**config.mk**
```make
export PLATFORM = sky130hd
export DESIGN_NAME = four_function_calculator_engine_core_flat
export DESIGN_NICKNAME = d
export VERILOG_FILES = /design/src/rtl/core/ffc_pkg.sv /design/src/rtl/core/ffc_if.sv /design/src/rtl/core/four_function_calculator_engine_core.sv /design/src/rtl/core/ffc_alu.sv /design/src/flat_wrapper.sv
export VERILOG_INCLUDE_DIRS = /design/src /design/src/rtl/core
export SDC_FILE = /design/constraint.sdc
export NUM_CORES = 1
export LEC_CHECK = 0
export ABC_CLOCK_PERIOD_IN_PS = 5800
export BUFFER_PORTS_ARGS = -buffer_cell sky130_fd_sc_hd__buf_2
export CAP_MARGIN = 20
export CORE_MARGIN = 2
export CORE_UTILIZATION = 45
export CTS_CLUSTER_SIZE = 16
export DETAILED_ROUTE_END_ITERATION = 16
export PLACE_DENSITY_LB_ADDON = 0.25
export SLEW_MARGIN = 20
export SYNTH_ARGS = -nofsm -noshare
export SYNTH_HDL_FRONTEND = slang
export SYNTH_SLANG_ARGS = --single-unit
export TNS_END_PERCENT = 10
```
**constraint.sdc**
```tcl
create_clock -name clk -period 5.8 [get_ports clk]
set_input_delay 0.58 -clock clk [delete_from_list [all_inputs] [get_ports clk]]
set_output_delay 0.58 -clock clk [all_outputs]
set_load 0.01 [all_outputs]
```
**src/rtl/core/four_function_calculator_engine_core_assert.svh**
```systemverilog
// Assertion macros for the calculator engine core.
// Expects signals clk and arst_n in the scope of each use.
`ifndef FOUR_FUNCTION_CALCULATOR_ENGINE_CORE_ASSERT_SVH
`define FOUR_FUNCTION_CALCULATOR_ENGINE_CORE_ASSERT_SVH

// Same-cycle implication.
`define FFC_ASSERT_IMP(lbl, ante, cons, msg) \
	lbl: assert property (@(posedge clk) disable iff (!arst_n) (ante) |-> (cons)) \
		else $error(msg);

// Next-cycle implication.
`define FFC_ASSERT_NEXT(lbl, ante, cons, msg) \
	lbl: assert property (@(posedge clk) disable iff (!arst_n) (ante) |=> (cons)) \
		else $error(msg);

`endif

```
**src/rtl/core/ffc_pkg.sv**
```systemverilog
// Shared types, codes and constants of the calculator engine core.
// No dependencies; compile first.
package ffc_pkg;

	localparam int DATA_W = 32;
	localparam int CNT_W  = $clog2(DATA_W);

	typedef logic signed [DATA_W-1:0] word_t;

	typedef enum logic [3:0] {
		KEY_DIGIT       = 4'd0,
		KEY_ADD         = 4'd1,
		KEY_SUB         = 4'd2,
		KEY_MUL         = 4'd3,
		KEY_DIV         = 4'd4,
		KEY_EQUALS      = 4'd5,
		KEY_CLEAR_ALL   = 4'd6,
		KEY_CLEAR_ENTRY = 4'd7,
		KEY_NEGATE      = 4'd8,
		KEY_PERCENT     = 4'd9
	} key_kind_t;

	typedef enum logic [2:0] {
		OP_NONE = 3'd0,
		OP_ADD  = 3'd1,
		OP_SUB  = 3'd2,
		OP_MUL  = 3'd3,
		OP_DIV  = 3'd4
	} op_t;

	typedef enum logic {
		ALU_MUL,
		ALU_DIV
	} alu_op_t;

	typedef enum logic {
		ST_IDLE,
		ST_BUSY
	} state_t;

	typedef struct packed {
		logic    start;
		alu_op_t op;
	} alu_req_t;

	typedef struct packed {
		logic busy;
		logic done;
	} alu_rsp_t;

	localparam word_t      LIMIT_POS   = 32'sd214748364;
	localparam word_t      LIMIT_NEG   = -32'sd214748364;
	localparam word_t      PCT_DIVISOR = 32'sd100;
	localparam logic [3:0] DIGIT_MAX   = 4'd9;

	function automatic op_t kind_to_op(input logic [3:0] kind);
		op_t op;
		case (kind)
			KEY_ADD: op = OP_ADD;
			KEY_SUB: op = OP_SUB;
			KEY_MUL: op = OP_MUL;
			KEY_DIV: op = OP_DIV;
			default: op = OP_NONE;
		endcase
		return op;
	endfunction

endpackage

```
**src/rtl/core/ffc_if.sv**
```systemverilog
// Valid/ready channel interfaces: key input and display result.
// Depends on ffc_pkg.
interface ffc_key_if import ffc_pkg::*; ();
	logic       valid;
	logic       ready;
	logic [3:0] kind;
	logic [3:0] digit;

	modport source(output valid, output kind, output digit, input ready);
	modport sink(input valid, input kind, input digit, output ready);
endinterface

interface ffc_res_if import ffc_pkg::*; ();
	logic       valid;
	logic       ready;
	word_t      shown_value;
	logic       error_flag;
	logic [2:0] pending_op;

	modport source(output valid, output shown_value, output error_flag, output pending_op,
		input ready);
	modport sink(input valid, input shown_value, input error_flag, input pending_op,
		output ready);
endinterface

```
**src/rtl/core/four_function_calculator_engine_core.sv**
```systemverilog
// Channel | dir | transfer moves
// key     | in  | kind, digit: one calculator key
// res     | out | shown_value, error_flag, pending_op after that key
//
// Multiply, divide and percent run the shared shift/add unit: it starts on the key transfer,
// runs its 32 bit steps and signals done, and the result is then registered.
// Reset clears accumulator, display, pending op, entry and error flags.
// A key is taken only when the result slot is empty or drains in the same cycle;
// a stalled result holds the next key off, and the unit holds while busy.
`include "four_function_calculator_engine_core_assert.svh"

module four_function_calculator_engine_core import ffc_pkg::*; (
	input  logic      clk,
	input  logic      arst_n,
	ffc_key_if.sink   key,
	ffc_res_if.source res
);

	state_t     state_q;
	state_t     state_d;

	word_t      accum_q;
	word_t      disp_q;
	op_t        op_q;
	logic       ent_q;
	logic       err_q;
	logic       res_v_q;

	logic [3:0] pend_kind_q;
	op_t        pend_op_q;

	word_t      n_accum;
	word_t      n_disp;
	op_t        n_op;
	logic       n_ent;
	logic       n_err;
	logic       need_unit;
	logic       do_run;
	op_t        key_op;
	word_t      run_sum;
	word_t      mul10;
	word_t      digit_w;

	alu_req_t   alu_req;
	alu_rsp_t   alu_rsp;
	alu_op_t    unit_op;
	word_t      unit_a;
	word_t      unit_b;
	word_t      unit_res;

	logic       key_xfer;
	logic       finish;

	ffc_alu u_alu (
		.clk    (clk),
		.arst_n (arst_n),
		.req    (alu_req),
		.a      (unit_a),
		.b      (unit_b),
		.rsp    (alu_rsp),
		.result (unit_res)
	);

	assign key_op  = kind_to_op(key.kind);
	assign run_sum = (op_q == OP_SUB) ? (accum_q - disp_q) : (accum_q + disp_q);
	assign mul10   = (disp_q <<< 3) + (disp_q <<< 1);
	assign digit_w = word_t'({{(DATA_W-4){1'b0}}, key.digit});

	always_comb begin
		n_accum   = accum_q;
		n_disp    = disp_q;
		n_op      = op_q;
		n_ent     = ent_q;
		n_err     = err_q;
		need_unit = 1'b0;
		do_run    = 1'b0;
		unit_op   = ALU_MUL;
		unit_a    = accum_q;
		unit_b    = disp_q;
		unique case (key.kind) inside
			KEY_DIGIT: begin
				if (key.digit <= DIGIT_MAX) begin
					if (err_q) begin
						n_accum = '0;
						n_op    = OP_NONE;
						n_err   = 1'b0;
						n_disp  = digit_w;
						n_ent   = 1'b1;
					end else if (!ent_q) begin
						n_disp = digit_w;
						n_ent  = 1'b1;
					end else if (!disp_q[DATA_W-1]) begin
						if (disp_q < LIMIT_POS) begin
							n_disp = mul10 + digit_w;
						end
					end else if (disp_q > LIMIT_NEG) begin
						n_disp = mul10 - digit_w;
					end
				end
			end
			KEY_ADD, KEY_SUB, KEY_MUL, KEY_DIV: begin
				if (!err_q) begin
					if (op_q == OP_NONE) begin
						n_accum = disp_q;
						n_op    = key_op;
						n_ent   = 1'b0;
					end else if (!ent_q) begin
						n_op  = key_op;
						n_ent = 1'b0;
					end else begin
						do_run = 1'b1;
					end
				end
			end
			KEY_EQUALS: begin
				if (!err_q && (op_q != OP_NONE)) begin
					do_run = 1'b1;
				end
			end
			KEY_CLEAR_ALL: begin
				n_accum = '0;
				n_disp  = '0;
				n_op    = OP_NONE;
				n_ent   = 1'b0;
				n_err   = 1'b0;
			end
			KEY_CLEAR_ENTRY: begin
				n_disp = '0;
				n_ent  = 1'b0;
				n_err  = 1'b0;
			end
			KEY_NEGATE: begin
				if (!err_q) begin
					n_disp = -disp_q;
					n_ent  = 1'b1;
				end
			end
			KEY_PERCENT: begin
				if (!err_q) begin
					need_unit = 1'b1;
					unit_op   = ALU_DIV;
					unit_a    = disp_q;
					unit_b    = PCT_DIVISOR;
				end
			end
			default: begin
			end
		endcase
		if (do_run) begin
			case (op_q) inside
				OP_ADD, OP_SUB: begin
					n_accum = run_sum;
					n_disp  = run_sum;
					n_op    = key_op;
					n_ent   = 1'b0;
				end
				OP_MUL: begin
					need_unit = 1'b1;
				end
				OP_DIV: begin
					if (disp_q == '0) begin
						n_err = 1'b1;
					end else begin
						need_unit = 1'b1;
						unit_op   = ALU_DIV;
					end
				end
				default: begin
				end
			endcase
		end
	end

	always_comb begin
		state_d = state_q;
		unique case (state_q)
			ST_IDLE: begin
				if (key_xfer && need_unit) begin
					state_d = ST_BUSY;
				end
			end
			ST_BUSY: begin
				if (alu_rsp.done) begin
					state_d = ST_IDLE;
				end
			end
			default: state_d = ST_IDLE;
		endcase
	end

	always_comb begin
		key.ready     = (state_q == ST_IDLE) && (!res_v_q || res.ready);
		key_xfer      = key.valid && key.ready;
		finish        = (state_q == ST_BUSY) && alu_rsp.done;
		alu_req.start = key_xfer && need_unit;
		alu_req.op    = unit_op;
	end

	always_ff @(posedge clk or negedge arst_n) begin
		if (!arst_n) begin
			state_q <= ST_IDLE;
			accum_q <= '0;
			disp_q  <= '0;
			op_q    <= OP_NONE;
			ent_q   <= 1'b0;
			err_q   <= 1'b0;
			res_v_q <= 1'b0;
		end else begin
			state_q <= state_d;
			if (key_xfer && !need_unit) begin
				accum_q <= n_accum;
				disp_q  <= n_disp;
				op_q    <= n_op;
				ent_q   <= n_ent;
				err_q   <= n_err;
			end else if (finish) begin
				disp_q <= unit_res;
				if (pend_kind_q == KEY_PERCENT) begin
					ent_q <= 1'b1;
				end else begin
					accum_q <= unit_res;
					op_q    <= pend_op_q;
					ent_q   <= 1'b0;
				end
			end
			if ((key_xfer && !need_unit) || finish) begin
				res_v_q <= 1'b1;
			end else if (res.ready) begin
				res_v_q <= 1'b0;
			end
		end
	end

	always_ff @(posedge clk) begin
		if (key_xfer) begin
			pend_kind_q <= key.kind;
			pend_op_q   <= key_op;
		end
	end

	assign res.valid       = res_v_q;
	assign res.shown_value = disp_q;
	assign res.error_flag  = err_q;
	assign res.pending_op  = op_q;

	`FFC_ASSERT_IMP(a_done_in_busy, alu_rsp.done, state_q == ST_BUSY, "unit done outside busy")
	`FFC_ASSERT_IMP(a_busy_no_result, state_q == ST_BUSY, !res_v_q, "result valid while busy")
	`FFC_ASSERT_IMP(a_busy_unit_runs, state_q == ST_BUSY, alu_rsp.busy || alu_rsp.done,
		"busy state without unit activity")
	`FFC_ASSERT_NEXT(a_key_yields, key_xfer, res_v_q || (state_q == ST_BUSY),
		"transfer produced neither result nor run")

endmodule

```
**src/rtl/core/ffc_alu.sv**
```systemverilog
// Shared iterative unit: shift-add multiply and restoring signed divide, one bit a cycle.
// Depends on ffc_pkg and the assertion macro header.
`include "four_function_calculator_engine_core_assert.svh"

module ffc_alu import ffc_pkg::*; (
	input  logic     clk,
	input  logic     arst_n,
	input  alu_req_t req,
	input  word_t    a,
	input  word_t    b,
	output alu_rsp_t rsp,
	output word_t    result
);

	logic              busy_q;
	logic              done_q;
	logic [CNT_W-1:0]  cnt_q;
	alu_op_t           op_q;
	logic [DATA_W-1:0] acc_q;
	logic [DATA_W-1:0] x_q;
	logic [DATA_W-1:0] y_q;
	logic              neg_q;

	logic [DATA_W-1:0] a_mag;
	logic [DATA_W-1:0] b_mag;
	logic [DATA_W+1:0] add_a;
	logic [DATA_W+1:0] add_b;
	logic [DATA_W+1:0] sum;
	logic              cin;
	logic              ge;

	assign a_mag = a[DATA_W-1] ? (~a + 1'b1) : a;
	assign b_mag = b[DATA_W-1] ? (~b + 1'b1) : b;

	always_comb begin
		if (op_q == ALU_MUL) begin
			add_a = {2'b00, acc_q};
			add_b = y_q[0] ? {2'b00, x_q} : '0;
			cin   = 1'b0;
		end else begin
			add_a = {1'b0, acc_q, x_q[DATA_W-1]};
			add_b = {1'b0, ~{1'b0, y_q}};
			cin   = 1'b1;
		end
	end

	assign sum = add_a + add_b + {{(DATA_W+1){1'b0}}, cin};
	assign ge  = sum[DATA_W+1];

	always_ff @(posedge clk or negedge arst_n) begin
		if (!arst_n) begin
			busy_q <= 1'b0;
			done_q <= 1'b0;
			cnt_q  <= '0;
		end else begin
			done_q <= 1'b0;
			if (req.start) begin
				busy_q <= 1'b1;
				cnt_q  <= CNT_W'(DATA_W - 1);
			end else if (busy_q) begin
				cnt_q <= cnt_q - 1'b1;
				if (cnt_q == '0) begin
					busy_q <= 1'b0;
					done_q <= 1'b1;
				end
			end
		end
	end

	always_ff @(posedge clk) begin
		if (req.start) begin
			op_q  <= req.op;
			acc_q <= '0;
			x_q   <= (req.op == ALU_DIV) ? a_mag : a;
			y_q   <= (req.op == ALU_DIV) ? b_mag : b;
			neg_q <= a[DATA_W-1] ^ b[DATA_W-1];
		end else if (busy_q) begin
			if (op_q == ALU_MUL) begin
				acc_q <= sum[DATA_W-1:0];
				x_q   <= {x_q[DATA_W-2:0], 1'b0};
				y_q   <= {1'b0, y_q[DATA_W-1:1]};
			end else begin
				acc_q <= ge ? sum[DATA_W-1:0] : {acc_q[DATA_W-2:0], x_q[DATA_W-1]};
				x_q   <= {x_q[DATA_W-2:0], ge};
			end
		end
	end

	assign result   = (op_q == ALU_MUL) ? acc_q : (neg_q ? (~x_q + 1'b1) : x_q);
	assign rsp.busy = busy_q;
	assign rsp.done = done_q;

	`FFC_ASSERT_IMP(a_start_idle, req.start, !busy_q, "start while unit busy")
	`FFC_ASSERT_IMP(a_done_after_busy, done_q, $past(busy_q), "done without a run")
	`FFC_ASSERT_NEXT(a_last_step_done, busy_q && (cnt_q == '0) && !req.start, done_q,
		"last step did not signal done")

endmodule

```
**src/flat_wrapper.sv**
```systemverilog
// flat-port wrapper written by rule: the top's interface ports become plain ports
module four_function_calculator_engine_core_flat import ffc_pkg::*;
  (clk, arst_n, key_valid, key_kind, key_digit, key_ready, res_valid, res_shown_value, res_error_flag, res_pending_op, res_ready);
  ffc_key_if key_i ();
  ffc_res_if res_i ();
  input  logic clk;
  input  logic arst_n;
  input wire logic [$bits(key_i.valid)-1:0] key_valid;
  input wire logic [$bits(key_i.kind)-1:0] key_kind;
  input wire logic [$bits(key_i.digit)-1:0] key_digit;
  output wire logic [$bits(key_i.ready)-1:0] key_ready;
  output wire logic [$bits(res_i.valid)-1:0] res_valid;
  output wire logic [$bits(res_i.shown_value)-1:0] res_shown_value;
  output wire logic [$bits(res_i.error_flag)-1:0] res_error_flag;
  output wire logic [$bits(res_i.pending_op)-1:0] res_pending_op;
  input wire logic [$bits(res_i.ready)-1:0] res_ready;
  assign key_i.valid = key_valid;
  assign key_i.kind = key_kind;
  assign key_i.digit = key_digit;
  assign key_ready = key_i.ready;
  assign res_valid = res_i.valid;
  assign res_shown_value = res_i.shown_value;
  assign res_error_flag = res_i.error_flag;
  assign res_pending_op = res_i.pending_op;
  assign res_i.ready = res_ready;
  four_function_calculator_engine_core u_core (.clk(clk), .arst_n(arst_n), .key(key_i), .res(res_i));
endmodule
```
==> reports/summary.log <==
[status] status completed
[floorplanning] Chip Width 220 um
[clock_tree] cts repair resizes 0
[grt] global routing usage summed across all routing layers 0.311
[logic_synthesis] number of register bits inferred by synthesis 183
[run] number of max-capacitance violations reported 0
[detailed_routing] total wire length after detailed routing 76.1 mm
[logic_synthesis] cell accounting for the most synthesized area sky130_fd_sc_hd__edfxtp_1
[setup_path] slowest stage delay, CP 0.73 ns
[pwr] relative contribution of the clock network to total power 0.096
[clock_tree] CTS H-tree lvls 4
[sta] fin crit share 0.912
[cells_and_area] Fill cells 4536
[pwr] switching fraction of total power 0.533
[logic_synthesis] syn avg cell area 7.55 um2
[floorplanning] floorplan die area 0.0485 mm2
[setup_path] data required time of the worst path 6.16 ns
[setup_path] cell type of the slowest stage on the worst timing path sky130_fd_sc_hd__nor4_2
[grt] global-route wire length before repair 117 mm
[setup_path] launching element type of the critical path flip-flop
[setup_path] series of cell instances along the critical path nor4_2 -> and4_1 -> and3_1 -> nor2_1 -> xnor2_1 -> ha_1 -> nand2_1 -> o22ai_1 -> o311a_1 -> or3b_2 -> o21ai_0 -> a31o_2 -> o2111ai_1 -> a21oi_1 -> xnor2_1 -> a211oi_1 -> a211o_1
[grt] number of antenna violations at the first check in global routing 0
[detailed_routing] via density per instance 6.44
[sta] Final Hold Viols 0
[logic_synthesis] synth top area cells sky130_fd_sc_hd__edfxtp_1 10%, sky130_fd_sc_hd__dfrtp_1 9.3%, sky130_fd_sc_hd__o21ai_0 6.3%
[setup_path] worst setup slack for register-to-register paths 0.51 ns
[place] DP Wirelength 57.5 mm
[place] input/output buffers 49
[cells_and_area] total inserted antenna cells 0
[clock_tree] CTS root buf sky130_fd_sc_hd__clkbuf_16
[logic_synthesis] Yosys warning count 0
[sta] setup repair after global routing missed its margin no
[sta] maximum clock frequency 0.189 GHz
[detailed_routing] Avg WL per Cell 22.8 um
[floorplanning] top-level port count 50
[pwr] Logic pwr share 0.686
[grt] via count of the first global-routing pass 19800
[clock_tree] Worst-path clk slew 0.08 ns
[clock_tree] Clock Latency Late Sink 0.48 ns
[setup_path] capturing element type of the critical path flip-flop
[hold_path] start point of the worst hold path res_ready
[logic_synthesis] synthesized cell area 0.0210 mm2
[sta] setup skew after layout 0.0176 ns
[floorplanning] Die Y-Extent 220 um
[clock_tree] TritonCTS clock tree yes
[setup_path] critical path's most frequent cell sky130_fd_sc_hd__xnor2_1
[clock_tree] total CTS buffers 17
[cells_and_area] number of nets in the layout 2845
[cells_and_area] leading cell type in the layout, fill and taps excluded sky130_fd_sc_hd__nand2_1
[sta] Pins Over Slew Limit 0
[logic_synthesis] register area share after synthesis 0.227
[cells_and_area] most used cells in the layout excluding fill and tap cells 303 x sky130_fd_sc_hd__nand2_1, 263 x sky130_fd_sc_hd__o21ai_0, 261 x sky130_fd_sc_hd__nor2_1
[hold_path] Hold Crit Endpoint u_core.res.valid
[pwr] overall power after layout 13200 uW
[cells_and_area] relative area change from synthesis to final layout 7.23%
[place] final RePlAce weighted congestion 1.01
[cells_and_area] Post-Layout Inst Area 0.0226 mm2
[sta] tightest slew margin relative to the limit 0.314
[floorplanning] Std-Cell Core Area 0.0464 mm2
[clock_tree] CTS Buffer Depth 2
[detailed_routing] DRC violation total after the first TritonRoute iteration 2444
[pwr] Pwr per Cell Area 587 mW/mm2
[setup_path] terminus of the critical flop-to-flop path u_core.res.shown_value[31]
[setup_path] reg-to-reg critical path startpoint u_core.res.shown_value[3]
[pwr] leakage dissipation 0.00912 uW
[cells_and_area] sequential cell area in the final layout 0.00479 mm2
[cells_and_area] fraction of layout cells with a size suffix above 1 0.0953
[sta] post-route minimum period 5.29 ns
[sta] final setup violation count 0
[detailed_routing] detailed-route via count 21500
[grt] total overflow reported by the global router 0
[logic_synthesis] synthesized instance count 2785
[detailed_routing] count of TritonRoute iterations in the first routing pass 6
[floorplanning] number of rows created at floorplan 79
[pwr] maximum resistive drop on vdd 329 uV
[setup_path] critical path fanouts, max 8
[logic_synthesis] area share of the largest cell type after synthesis 0.104
[sta] Setup TNS Final 0 ns
[logic_synthesis] Cell variety after synth 104
[logic_synthesis] share of flip-flops with an asynchronous set or reset 0.426
[logic_synthesis] number of synthesized flops with an enable pin 73
[detailed_routing] remaining antenna violation count after routing 0
[setup_path] type of the setup path with the least slack reg2reg
[logic_synthesis] most common flop cell mapped by yosys sky130_fd_sc_hd__dfrtp_1
[pwr] total net switching power 7060 uW
[setup_path] worst reg-to-reg path cell count 17
[hold_path] WHS Path Cells 4
[place] instance area after placement 0.0219 mm2
[clock_tree] Hold-fix buffers, CTS 1
[cells_and_area] multi-input gate area in the final layout 0.0153 mm2
[clock_tree] number of sinks driven by the clock tree 183
[pwr] internal power contribution 6170 uW
[pwr] Flop pwr share 0.217
[setup_path] data arrival at the endpoint of the critical path 5.65 ns
[detailed_routing] DRC 0
[logic_synthesis] post-synthesis net count 2905
[clock_tree] Setup Fix Bufs, Post-CTS 0
[hold_path] type of the worst min-delay path in2reg
[floorplanning] Starting Density 0.454
[sta] actual slew at the worst max-slew pin 1.03 ns
[grt] largest net degree at the start of global routing 93
[synth_stat cells, types with 60 or more instances]
library cell / number
sky130_fd_sc_hd__edfxtp_1: 73
sky130_fd_sc_hd__dfrtp_1: 78
sky130_fd_sc_hd__inv_1: 60
sky130_fd_sc_hd__ha_1: 102
sky130_fd_sc_hd__nand2_1: 305
sky130_fd_sc_hd__xnor2_1: 131
sky130_fd_sc_hd__nor3_1: 65
sky130_fd_sc_hd__a21oi_1: 212
sky130_fd_sc_hd__o21ai_0: 265
sky130_fd_sc_hd__clkbuf_1: 159
sky130_fd_sc_hd__nand3_1: 84
sky130_fd_sc_hd__nor2_1: 264
sky130_fd_sc_hd__xor2_1: 91
sky130_fd_sc_hd__mux2i_1: 102
[cells by family after synthesis]
group,after synthesis,synth area share
AND/OR/NAND/NOR,959,0.218
AO/OA/AOI/OAI,915,0.281
XOR/XNOR,225,0.0948
flip-flops,183,0.227
adder cells (fa/ha/maj),108,0.0664
buffers and inverters,265,0.0492
multiplexers,130,0.0635
[sequential cells by signal, indices dropped and copies added, names as in the netlist]
register and cells:
u_core.u_alu.acc_q 32, u_core.u_alu.neg_q 1, u_core.res.pending_op 3, u_core.res.valid 1, u_core.pend_op_q 3, u_core.ent_q 1
u_core.u_alu.y_q 32, u_core.accum_q 32, u_core.u_alu.op_q 1, u_core.u_alu.x_q 32, u_core.state_q 1, u_core.u_alu.done_q 1
u_core.pend_kind_q 4, u_core.res.error_flag 1, u_core.res.shown_value 32, u_core.u_alu.busy_q 1, u_core.u_alu.cnt_q 5
[routing by layer]
metal,track usage,vias to the layer above,part of all wire
met5,0,-,0
met4,0.179,0,0.060
met3,0.0392,177,0.073
met2,0.475,975,0.43
met1,0.424,10200,0.43
li1,-,10200,-
[final cells by class]
| cell class | count | share of cell area |
|---|---|---|
| clock buffers | 17 | 0.0189 |
| clock inverters | 15 | 0.00904 |
| inverters | 61 | 0.0102 |
| multi-input cells | 2337 | 0.678 |
| flip-flops and latches | 183 | 0.212 |
| well taps | 607 | 0.0337 |
| repair buffers | 125 | 0.0381 |
[through the flow]
| stage | hold slack, ns | cells | setup slack, ns | util |
|---|---|---|---|---|
| floorplan | 0.284 | 2785 | 1.17 | - |
| global placement | 0.411 | 3312 | 0.776 | 0.473 |
| detailed placement | 0.413 | 3312 | 0.619 | 0.473 |
| CTS | 0.403 | 3345 | 0.602 | 0.487 |
| global route | 0.428 | 3345 | 0.162 | 0.487 |
| finish | 0.415 | 3345 | 0.510 | 0.487 |
[power groups by stage]
stage	clock, uW	sequential, uW	combinational [uW]
after CTS	1290	2830	8900
after detailed placement	0	2850	8860
after global placement	0	2830	8700
final	1280	2880	9080
after floorplan	0	2530	6900
after global routing	1330	2950	9980
[worst max path at each step]
stage | from | to | slack [ns]
4_1_cts | u_core.res.shown_value[3] | u_core.res.shown_value[31] | 0.60
6_report | u_core.res.shown_value[3] | u_core.res.shown_value[31] | 0.51
2_1_floorplan | key_kind[2] | u_core.u_alu.x_q[28] | 1.17
3_3_place_gp | u_core.res.shown_value[5] | u_core.res.shown_value[31] | 0.78
3_5_place_dp | u_core.res.shown_value[3] | u_core.res.shown_value[31] | 0.62
5_1_grt | u_core.res.shown_value[3] | u_core.res.shown_value[29] | 0.16
[worst max-delay path: cells and delay by family, from the launching register on]
family                     cells  cell delay, ns
AOI/OAI and AO/OA              8            1.71
DFF                            1            0.50
adders and majority gates      1            0.39
and+or+nand+nor                6            2.27
xor gates and xnor gates       2            0.30
Power figures use the tool's default switching activity.
